[config.mk]
export PLATFORM = sky130hd
export DESIGN_NAME = touch_packet_decoder
export DESIGN_NICKNAME = d
export VERILOG_FILES = /design/src/hw/rtl/tpd_pkg.sv /design/src/hw/rtl/tpd_framer.sv /design/src/hw/rtl/touch_packet_decoder.sv
export SDC_FILE = /design/constraint.sdc
export NUM_CORES = 1
export LEC_CHECK = 0
export ABC_AREA = 0
export CAP_MARGIN = 15
export CORE_ASPECT_RATIO = 1.4
export CORE_UTILIZATION = 55
export DETAILED_ROUTE_END_ITERATION = 10
export DONT_BUFFER_PORTS = 1
export PLACE_DENSITY = 0.68
export SETUP_SLACK_MARGIN = 0.05
export SYNTH_ARGS = -nofsm -noshare
export SYNTH_HDL_FRONTEND = slang
export SYNTH_SLANG_ARGS = --single-unit
[constraint.sdc]
create_clock -name clk -period 14.5 [get_ports clk]
set_clock_uncertainty 0.05 [all_clocks]
set_input_delay 2.175 -clock clk [delete_from_list [all_inputs] [get_ports clk]]
set_output_delay 2.175 -clock clk [all_outputs]
set_load 0.01 [all_outputs]
[src/hw/rtl/tpd_pkg.sv]
// Shared constants and types for the touch packet decoder.
`default_nettype none

package tpd_pkg;

  localparam int BYTE_W     = 8;
  localparam int RAW_W      = 15;
  localparam int SCALE_W    = 16;
  localparam int PROD_W     = RAW_W + SCALE_W;
  localparam int SCALE_SHIFT = 12;
  localparam int POS_W      = PROD_W - SCALE_SHIFT;
  localparam int CFG_IDX_W  = 2;
  localparam int CFG_DATA_W = 16;
  localparam int POS_CNT_W  = 3;

  localparam logic [BYTE_W-1:0] PEN_DOWN_CODE = 8'h81;
  localparam logic [BYTE_W-1:0] PEN_UP_CODE   = 8'h80;
  localparam logic [BYTE_W-1:0] PEN_MASK_RST  = 8'h81;

  localparam logic [POS_CNT_W-1:0] LAST_POS = 3'd4;

  typedef enum logic [CFG_IDX_W-1:0] {
    REG_SCREEN_WIDTH  = 2'd0,
    REG_SCREEN_HEIGHT = 2'd1,
    REG_AXES_SWAPPED  = 2'd2,
    REG_PEN_BYTE_MASK = 2'd3
  } cfg_index_t;

  typedef struct packed {
    logic [RAW_W-1:0] raw_w;
    logic [RAW_W-1:0] raw_h;
    logic             touched;
  } packet_t;

endpackage

`default_nettype wire

[src/hw/rtl/tpd_framer.sv]
// Byte framing, pen byte check and raw axis assembly for the touch packet decoder.
`default_nettype none

module tpd_framer
  import tpd_pkg::*;
(
  input  wire logic              clk,
  input  wire logic              rst,
  input  wire logic              in_valid,
  output logic                   in_ready,
  input  wire logic [BYTE_W-1:0] in_byte,
  input  wire logic [BYTE_W-1:0] pen_mask,
  input  wire logic              swapped,
  output logic                   pkt_valid,
  input  wire logic              pkt_ready,
  output packet_t                pkt
);

  logic [POS_CNT_W-1:0] byte_pos;
  logic [BYTE_W-1:0]    held_pen;
  logic [BYTE_W-1:0]    held_x_low;
  logic [BYTE_W-1:0]    held_x_high;
  logic [BYTE_W-1:0]    held_y_low;
  logic                 accept;
  logic                 last_byte;
  logic [BYTE_W-1:0]    pen;
  logic                 pen_ok;
  logic [RAW_W-1:0]     raw_x;
  logic [RAW_W-1:0]     raw_y;
  packet_t              pkt_next;

  assign last_byte = (byte_pos == LAST_POS);
  assign in_ready  = !last_byte || !pkt_valid || pkt_ready;
  assign accept    = in_valid && in_ready;

  assign pen    = held_pen & pen_mask;
  assign pen_ok = (pen == PEN_DOWN_CODE) || (pen == PEN_UP_CODE);

  assign raw_x = {held_x_high, 7'd0} | {7'd0, held_x_low};
  assign raw_y = {in_byte, 7'd0} | {7'd0, held_y_low};

  always_comb begin
    pkt_next.raw_w   = swapped ? raw_y : raw_x;
    pkt_next.raw_h   = swapped ? raw_x : raw_y;
    pkt_next.touched = (pen == PEN_DOWN_CODE);
  end

  always_ff @(posedge clk) begin
    if (rst) begin
      byte_pos <= '0;
    end else if (accept) begin
      byte_pos <= last_byte ? '0 : byte_pos + 3'd1;
    end
  end

  always_ff @(posedge clk) begin
    if (accept) begin
      case (byte_pos)
        3'd0:    held_pen    <= in_byte;
        3'd1:    held_x_low  <= in_byte;
        3'd2:    held_x_high <= in_byte;
        3'd3:    held_y_low  <= in_byte;
        default: ;
      endcase
    end
  end

  always_ff @(posedge clk) begin
    if (rst) begin
      pkt_valid <= 1'b0;
    end else if (accept && last_byte && pen_ok) begin
      pkt_valid <= 1'b1;
    end else if (pkt_ready) begin
      pkt_valid <= 1'b0;
    end
  end

  always_ff @(posedge clk) begin
    if (accept && last_byte && pen_ok) begin
      pkt <= pkt_next;
    end
  end

`ifndef ASSERT_OFF
  a_stall_only_on_last: assert property (@(posedge clk) disable iff (rst)
    !in_ready |-> byte_pos == LAST_POS)
    else $error("framer stalled away from the last byte");

  a_pos_range: assert property (@(posedge clk) disable iff (rst)
    byte_pos <= LAST_POS)
    else $error("byte position out of range");

  a_ready_without_pkt: assert property (@(posedge clk) disable iff (rst)
    !pkt_valid |-> in_ready)
    else $error("framer stalled with no packet pending");
`endif

endmodule

`default_nettype wire

[src/hw/rtl/touch_packet_decoder.sv]
// The framer registers each packet; a 15x16 multiplier per axis feeds the output registers.
// Throughput: one byte per cycle, except that a fifth byte waits while a packet waits on the output.
// A packet whose masked pen byte is neither pen down nor pen up gives no result.
// Reset (rst, synchronous): framing restarts, the previous result reads as x 0, y 0, pen up,
// width and height 0, axes not swapped, pen mask 0x81.
`default_nettype none

module touch_packet_decoder
  import tpd_pkg::*;
(
  input  wire logic                  clk,
  input  wire logic                  rst,
  input  wire logic                  s_axis_tvalid,
  output logic                       s_axis_tready,
  input  wire logic [7:0]            s_axis_tdata,   // [7:0] rx_byte
  output logic                       m_axis_tvalid,
  input  wire logic                  m_axis_tready,
  output logic [39:0]                m_axis_tdata,   // [18:0] pos_x, [37:19] pos_y, zero pad
  output logic [1:0]                 m_axis_tuser,   // [0] touched, [1] changed
  input  wire logic                  cfg_we,
  input  wire logic [CFG_IDX_W-1:0]  cfg_index,
  input  wire logic [CFG_DATA_W-1:0] cfg_data
);

  logic [SCALE_W-1:0] screen_width;
  logic [SCALE_W-1:0] screen_height;
  logic               axes_swapped;
  logic [BYTE_W-1:0]  pen_byte_mask;

  logic               pkt_valid;
  logic               pkt_ready;
  packet_t            pkt;

  logic [PROD_W-1:0]  prod_w;
  logic [PROD_W-1:0]  prod_h;
  logic [POS_W-1:0]   pos_x;
  logic [POS_W-1:0]   pos_y;
  logic               touched;
  logic               changed;
  logic [POS_W-1:0]   pos_x_next;
  logic [POS_W-1:0]   pos_y_next;
  logic               changed_next;
  logic               out_load;

  always_ff @(posedge clk) begin
    if (rst) begin
      screen_width  <= '0;
      screen_height <= '0;
      axes_swapped  <= 1'b0;
      pen_byte_mask <= PEN_MASK_RST;
    end else if (cfg_we) begin
      case (cfg_index_t'(cfg_index))
        REG_SCREEN_WIDTH:  screen_width  <= cfg_data;
        REG_SCREEN_HEIGHT: screen_height <= cfg_data;
        REG_AXES_SWAPPED:  axes_swapped  <= cfg_data[0];
        REG_PEN_BYTE_MASK: pen_byte_mask <= cfg_data[BYTE_W-1:0];
        default: ;
      endcase
    end
  end

  tpd_framer u_framer (
    .clk       (clk),
    .rst       (rst),
    .in_valid  (s_axis_tvalid),
    .in_ready  (s_axis_tready),
    .in_byte   (s_axis_tdata),
    .pen_mask  (pen_byte_mask),
    .swapped   (axes_swapped),
    .pkt_valid (pkt_valid),
    .pkt_ready (pkt_ready),
    .pkt       (pkt)
  );

  assign pkt_ready = !m_axis_tvalid || m_axis_tready;
  assign out_load  = pkt_valid && pkt_ready;

  assign prod_w = PROD_W'(pkt.raw_w) * PROD_W'(screen_width);
  assign prod_h = PROD_W'(pkt.raw_h) * PROD_W'(screen_height);

  assign pos_x_next   = prod_w[PROD_W-1:SCALE_SHIFT];
  assign pos_y_next   = prod_h[PROD_W-1:SCALE_SHIFT];
  assign changed_next = (pos_x_next != pos_x) || (pos_y_next != pos_y)
                        || (pkt.touched != touched);

  // Output registers double as the previous valid result.
  always_ff @(posedge clk) begin
    if (rst) begin
      m_axis_tvalid <= 1'b0;
      pos_x         <= '0;
      pos_y         <= '0;
      touched       <= 1'b0;
      changed       <= 1'b0;
    end else begin
      if (out_load) begin
        m_axis_tvalid <= 1'b1;
        pos_x         <= pos_x_next;
        pos_y         <= pos_y_next;
        touched       <= pkt.touched;
        changed       <= changed_next;
      end else if (m_axis_tready) begin
        m_axis_tvalid <= 1'b0;
      end
    end
  end

  assign m_axis_tdata = {2'b00, pos_y, pos_x};
  assign m_axis_tuser = {changed, touched};

`ifndef ASSERT_OFF
  a_idle_after_reset: assert property (@(posedge clk)
    rst |=> !m_axis_tvalid)
    else $error("result offered right after reset");

  a_pkt_held: assert property (@(posedge clk) disable iff (rst)
    pkt_valid && !pkt_ready |=> pkt_valid && $stable(pkt))
    else $error("pending packet lost while output stalled");

  a_same_not_changed: assert property (@(posedge clk) disable iff (rst)
    out_load && (pos_x_next == pos_x) && (pos_y_next == pos_y)
    && (pkt.touched == touched) |=> !changed)
    else $error("changed flag set for a repeated result");
`endif

endmodule

`default_nettype wire

* After elaboration in Yosys (flattened, before gate mapping)
Cells that the tools add are included. Widths: inputs -> output; s select.
Word-level totals: flip-flop bits (word level) 149, logic and storage cells 68
Cells by class: $add $sub $neg 1, multipliers 2, equal/unequal tests 12, multiplexer cells 7, bitwise logic cells 3, reductions and logical operators 25
Operator list (count):
- $mul 15x16->31 | 2
- $ne 19x19->1 | 2
- $mux 15 | 2
- $or 15x8->15 | 2
- $eq 8x8->1 const B | 2
- $reduce_and 2->1 | 8
- $and 8x8->8 | 1
- $eq 3x2->1 const B | 2
- $logic_or 1x1->1 | 6
- $eq 2x2->1 const B | 2
- $logic_and 1x1->1 | 4
- $mux 1 | 4
- $reduce_bool 2->1 | 2
- $add 3x1->3 const B | 1
- $eq 3x1->1 const B | 1
- $eq 3x3->1 const B | 1
- $logic_not 1->1 | 3
- $logic_not 3->1 | 1
- $mux 3 | 1
- $eq 2x1->1 const B | 1
- $logic_not 2->1 | 1
- $ne 1x1->1 | 1

* Longest topological paths before layout
depth after elaboration 8, gate-level depth with buffers 26, gate-level depth less buffers 24

* Modules after synthesis
A second synthesis with hierarchy kept.
Unflattened totals: cell total of the unflattened synthesis 2471, area total of the unflattened synthesis 22347.7 µm²
By module, submodules not included:
- touch_packet_decoder | times used 1, cells an instance 2327, area an instance 19748.9 µm²
- tpd_framer | times used 1, cells an instance 144, area an instance 2598.7 µm²

* Worst setup path after synthesis
Ideal clock, no wire load.
path kind reg2reg, from reg, netlist name u_framer.pkt[1], to reg changed, library setup time 132 ps, arrival 6196 ps, data required time 14318 ps, path slack 8122 ps, cell stages (with the launch flop) 26, cell sequence edfxtp_1 clkbuf_1 and2_1 fa_1 inv_1 fa_1 inv_1 fa_1 inv_1 fa_1 inv_1 fa_1 inv_1 fa_1 inv_1 ha_1 nand2_1 o21ai_1 a22o_1 o41ai_1 o221ai_1 xnor2_1 o21ai_0 nand4b_1 nor4_1 a211oi_1
On the way: longest elaborated chain between the ends 4
Ends and longest elaborated chain:
- $mul 15x16->31 | line touch_packet_decoder.sv:79 | assign prod_h = PROD_W'(pkt.raw_h) * PROD_W'(screen_height);
- $ne 19x19->1 | line touch_packet_decoder.sv:83 | assign changed_next = (pos_x_next != pos_x) || (pos_y_next != pos_y)
- $logic_or 1x1->1 | line touch_packet_decoder.sv:83
- $logic_or 1x1->1 | line touch_packet_decoder.sv:84 | || (pkt.touched != touched);
- end signal: assignment | line touch_packet_decoder.sv:100 | changed <= changed_next;
- end: declaration | line touch_packet_decoder.sv:39 | logic changed;
Every way passes these cells. A chain may end at the register's enable or synchronous reset.

* Final worst setup path
from reg, netlist name u_framer.pkt[8], to reg changed
On the way: longest elaborated chain between the ends 4
Ends and longest elaborated chain (line):
- $mul 15x16->31 | touch_packet_decoder.sv:79
- $ne 19x19->1 | touch_packet_decoder.sv:83
- $logic_or 1x1->1 | touch_packet_decoder.sv:83
- $logic_or 1x1->1 | touch_packet_decoder.sv:84
Every way passes these cells.

==> reports/results.tsv <==
stage	metric	value	unit
outcome	status	finished, final reports clean	
placement	DP Worst Slack	6.99	ns
synth	Seq/Total Area, Yosys	16.2	%
synth	Post-synth ARST share	0	%
pwr	Flop pwr share	35.7	%
placement	HPWL Detailed	49100	um
synth	Syn Inst Count	2462	
floorplan	die height	240	um
global_routing	first-pass GRT wire length	95500	um
synth	Synth area leaders	fa_1 32%, ha_1 11%, edfxtp_1 8.5%	
synth	most common cell in the netlist	inv_1	
clock_tree	CTS H-tree depth	4	
floorplan	die width	172	um
detailed_routing	post-route ant nets	0	
global_routing	global route overflow	0	
pwr	Comb pwr share	29.6	%
sta	Hold WS	0.412	ns
clock_tree	cts bufs inserted	17	
detailed_routing	WL met3	2580	um
clock_tree	CTS tree	done	
pwr	Pwr Density	56.1	mW/mm^2
detailed_routing	Top Metal Used	met4	
layout	Final #Nets	2948	
pwr	clock share of power	34.7	%
clock_tree	Post-CTS Resized	0	
layout	share of layout cells above drive strength 1	4.07	%
setup_path	Req. time, crit path	14.77	ns
detailed_routing	via count	16767	
synth	Synth area leader	fa_1	
pwr	VDD IR-drop max	0.0000841	V
setup_path	critical path data arrival time	7.89	ns
setup_path	Reg2Reg Depth	21	
sta	final setup fails	0	
detailed_routing	Routed Wire Length	61000	um
sta	final setup TNS	0	ns
setup_path	crit path capture type	flop	
floorplan	Initial Util	55.6	%
pwr	P_leak	11.0	nW
synth	Avg Inst Size Synth	9.07	sq um
global_routing	largest net degree at the start of global routing	87	
clock_tree	Max clock buf depth	2	
detailed_routing	Initial DRT Pass Iterations	6	
synth	Primary FF master, synth	dfxtp_1	
synth	Synth warnings	0	
clock_tree	post-CTS setup buffer count	0	
synth	Synth top cells by count	428 x inv_1, 366 x nand2_1, 358 x fa_1	
synth	EDFF count, synth	63	
detailed_routing	per-cell routed wire length	20.9	um
clock_tree	CTS clk-pin slew, worst paths	0.07	ns
layout	synthesis-to-finish area growth	3.73	%
worst_hold_path	Hold Crit Start	pen_byte_mask[1]$_SDFFE_PP0P_	
pwr	Net Sw Frac	35.2	%
detailed_routing	DRC viols	0	
sta	actual slew at the worst max-slew pin	0.966	ns
sta	worst setup margin	6.88	ns
detailed_routing	metal2 WL	33000	um
placement	# port buffers	0	
global_routing	initial antenna violation count	0	
sta	Hold Vio Cnt, Final	0	
setup_path	r2r setup slk	6.88	ns
setup_path	RR Startpoint	u_framer.pkt[8]$_DFFE_PP_	
sta	Final Max Slew Viols	0	
setup_path	crit-path max FO	16	
floorplan	num rows	87	
clock_tree	CTS Hold Bufs	0	
global_routing	vias in the first global route	17644	
sta	maximum clock rate	131	MHz
placement	gpl congestion	0.952	
clock_tree	Root Buffer	clkbuf_16	
floorplan	Core Box Area	0.0402	sq mm
sta	period utilization	52.5	%
worst_hold_path	HP Class	reg -> reg	
sta	unrepaired setup endpoints after global routing	false	
synth	synthesized area	0.0223	sq mm
pwr	Net Sw Power	0.000458	W
sta	final worst path period need	7.62	ns
setup_path	critical path type	reg -> reg	
clock_tree	CTS Sinks	149	
detailed_routing	Starting DRT DRC Count	961	
pwr	P_int	0.000841	W
flow_run	max_cap viols	0	
floorplan	IO Count	75	
synth	top-area cell type share of the netlist area	32.1	%
setup_path	RR Endpoint	changed$_SDFFE_PP0P_	
layout	diode count	0	
worst_hold_path	hold depth	2	
sta	Max-slew headroom	35.6	%
worst_hold_path	WHS Endpoint	pen_byte_mask[1]$_SDFFE_PP0P_	
detailed_routing	Via density	5.75	
synth	count of different cell masters after synthesis	93	
synth	number of synthesized register bits	149	
setup_path	Critical Path Start Type	flop	
pwr	Power Total	0.00130	W
detailed_routing	wl on met1	22000	um
clock_tree	Clk Latency, worst-skew pair	0.44	ns
global_routing	total track usage	30.7	%
floorplan	die area	0.0414	sq mm
[layout by cell type, fill, tap and decap left out, types with 10 or more instances in the layout]
cell type / count
inv_1: 428
nand2_1: 366
fa_1: 358
and2_1: 286
ha_1: 189
a21oi_1: 128
dfxtp_1: 86
nor2_1: 69
edfxtp_1: 63
xnor2_1: 45
mux2_2: 30
o21ai_0: 29
nand4_1: 26
xor2_1: 22
clkbuf_16: 17
nor3_1: 16
nand3_1: 15
a211oi_1: 13
o21ai_1: 10
a21o_1: 10
[flip-flops by register name, indices dropped and copies added (netlist names), 3 cells and up]
signal / flops
pos_x: 19
u_framer.byte_pos: 3
u_framer.held_y_low: 8
u_framer.held_x_low: 8
pos_y: 19
pen_byte_mask: 8
u_framer.held_pen: 8
screen_width: 16
u_framer.pkt: 31
screen_height: 16
u_framer.held_x_high: 8
[worst max-delay path, stage by stage, from the launching register on]
cell	delay [ns]
edfxtp_1	0.77
nand2_1	0.17
fa_1	0.58
fa_1	0.45
fa_1	0.57
inv_1	0.07
fa_1	0.44
fa_1	0.53
inv_1	0.07
fa_1	0.49
inv_1	0.05
ha_1	0.36
a21oi_1	0.21
o21ai_1	0.12
a31oi_1	0.46
nand2_1	0.31
xnor2_1	0.22
a2111oi_0	0.72
and4bb_2	0.33
nand4b_1	0.09
nor4_1	0.31
a211oi_1	0.11
[worst max path at each step]
stage / startpoint / to / slack (ns) / cells past startpoint
floorplan: u_framer.pkt[1]$_DFFE_PP_ / changed$_SDFFE_PP0P_ / 8.12 / 25
global placement: u_framer.pkt[7]$_DFFE_PP_ / changed$_SDFFE_PP0P_ / 6.89 / 21
detailed placement: screen_height[7]$_SDFFE_PP0P_ / changed$_SDFFE_PP0P_ / 6.99 / 21
CTS: screen_height[7]$_SDFFE_PP0P_ / changed$_SDFFE_PP0P_ / 6.92 / 21
global route: u_framer.pkt[7]$_DFFE_PP_ / changed$_SDFFE_PP0P_ / 6.48 / 21
finish: u_framer.pkt[8]$_DFFE_PP_ / changed$_SDFFE_PP0P_ / 6.88 / 21
[routing by layer]
metal / up-vias / GRT usage, %
li1: 7526 / -
met3: 164 / 3.39
met1: 8562 / 34.0
met2: 515 / 56.5
met4: 0 / 16.9
met5: - / 0
[stage by stage]
step | std cells | instance area (sq um) | util [%]
2_1_floorplan | 2463 | 22300 | -
3_3_place_gp | 2885 | 22600 | 56.2
3_5_place_dp | 2885 | 22600 | 56.2
4_1_cts | 2917 | 23200 | 57.6
5_1_grt | 2917 | 23200 | 57.6
6_report | 2917 | 23200 | 57.6
[power groups by stage]
stage | sequential [W] | clock [W] | combinational [W]
floorplan | 0.000458 | 0 | 0.000289
global placement | 0.000472 | 0 | 0.000378
detailed placement | 0.000473 | 0 | 0.000383
CTS | 0.000463 | 0.000456 | 0.000387
global route | 0.000465 | 0.000470 | 0.000429
finish | 0.000464 | 0.000451 | 0.000384
[cell families after synthesis]
| family | after synthesis | synth area share, % |
|---|---|---|
| muxes | 33 | 1.65 |
| other | 1 | 0.0168 |
| adders and majority gates | 547 | 42.7 |
| xor gates and xnor gates | 74 | 3.35 |
| AOI/OAI and AO/OA | 272 | 7.80 |
| and+or+nand+nor | 842 | 19.0 |
| DFF | 149 | 16.2 |
| buffers and inverters | 544 | 9.33 |
[final cells by class]
type,count,area [sq um]
Clock buffer,17,425
Clock inverter,15,166
Fill cell,3583,17000
Inverter,428,1610
Multi-Input combinational cell,1770,16600
Sequential cell,149,3610
Tap cell,534,668
Timing Repair Buffer,4,30.0
(Power assumes the default switching activity.)
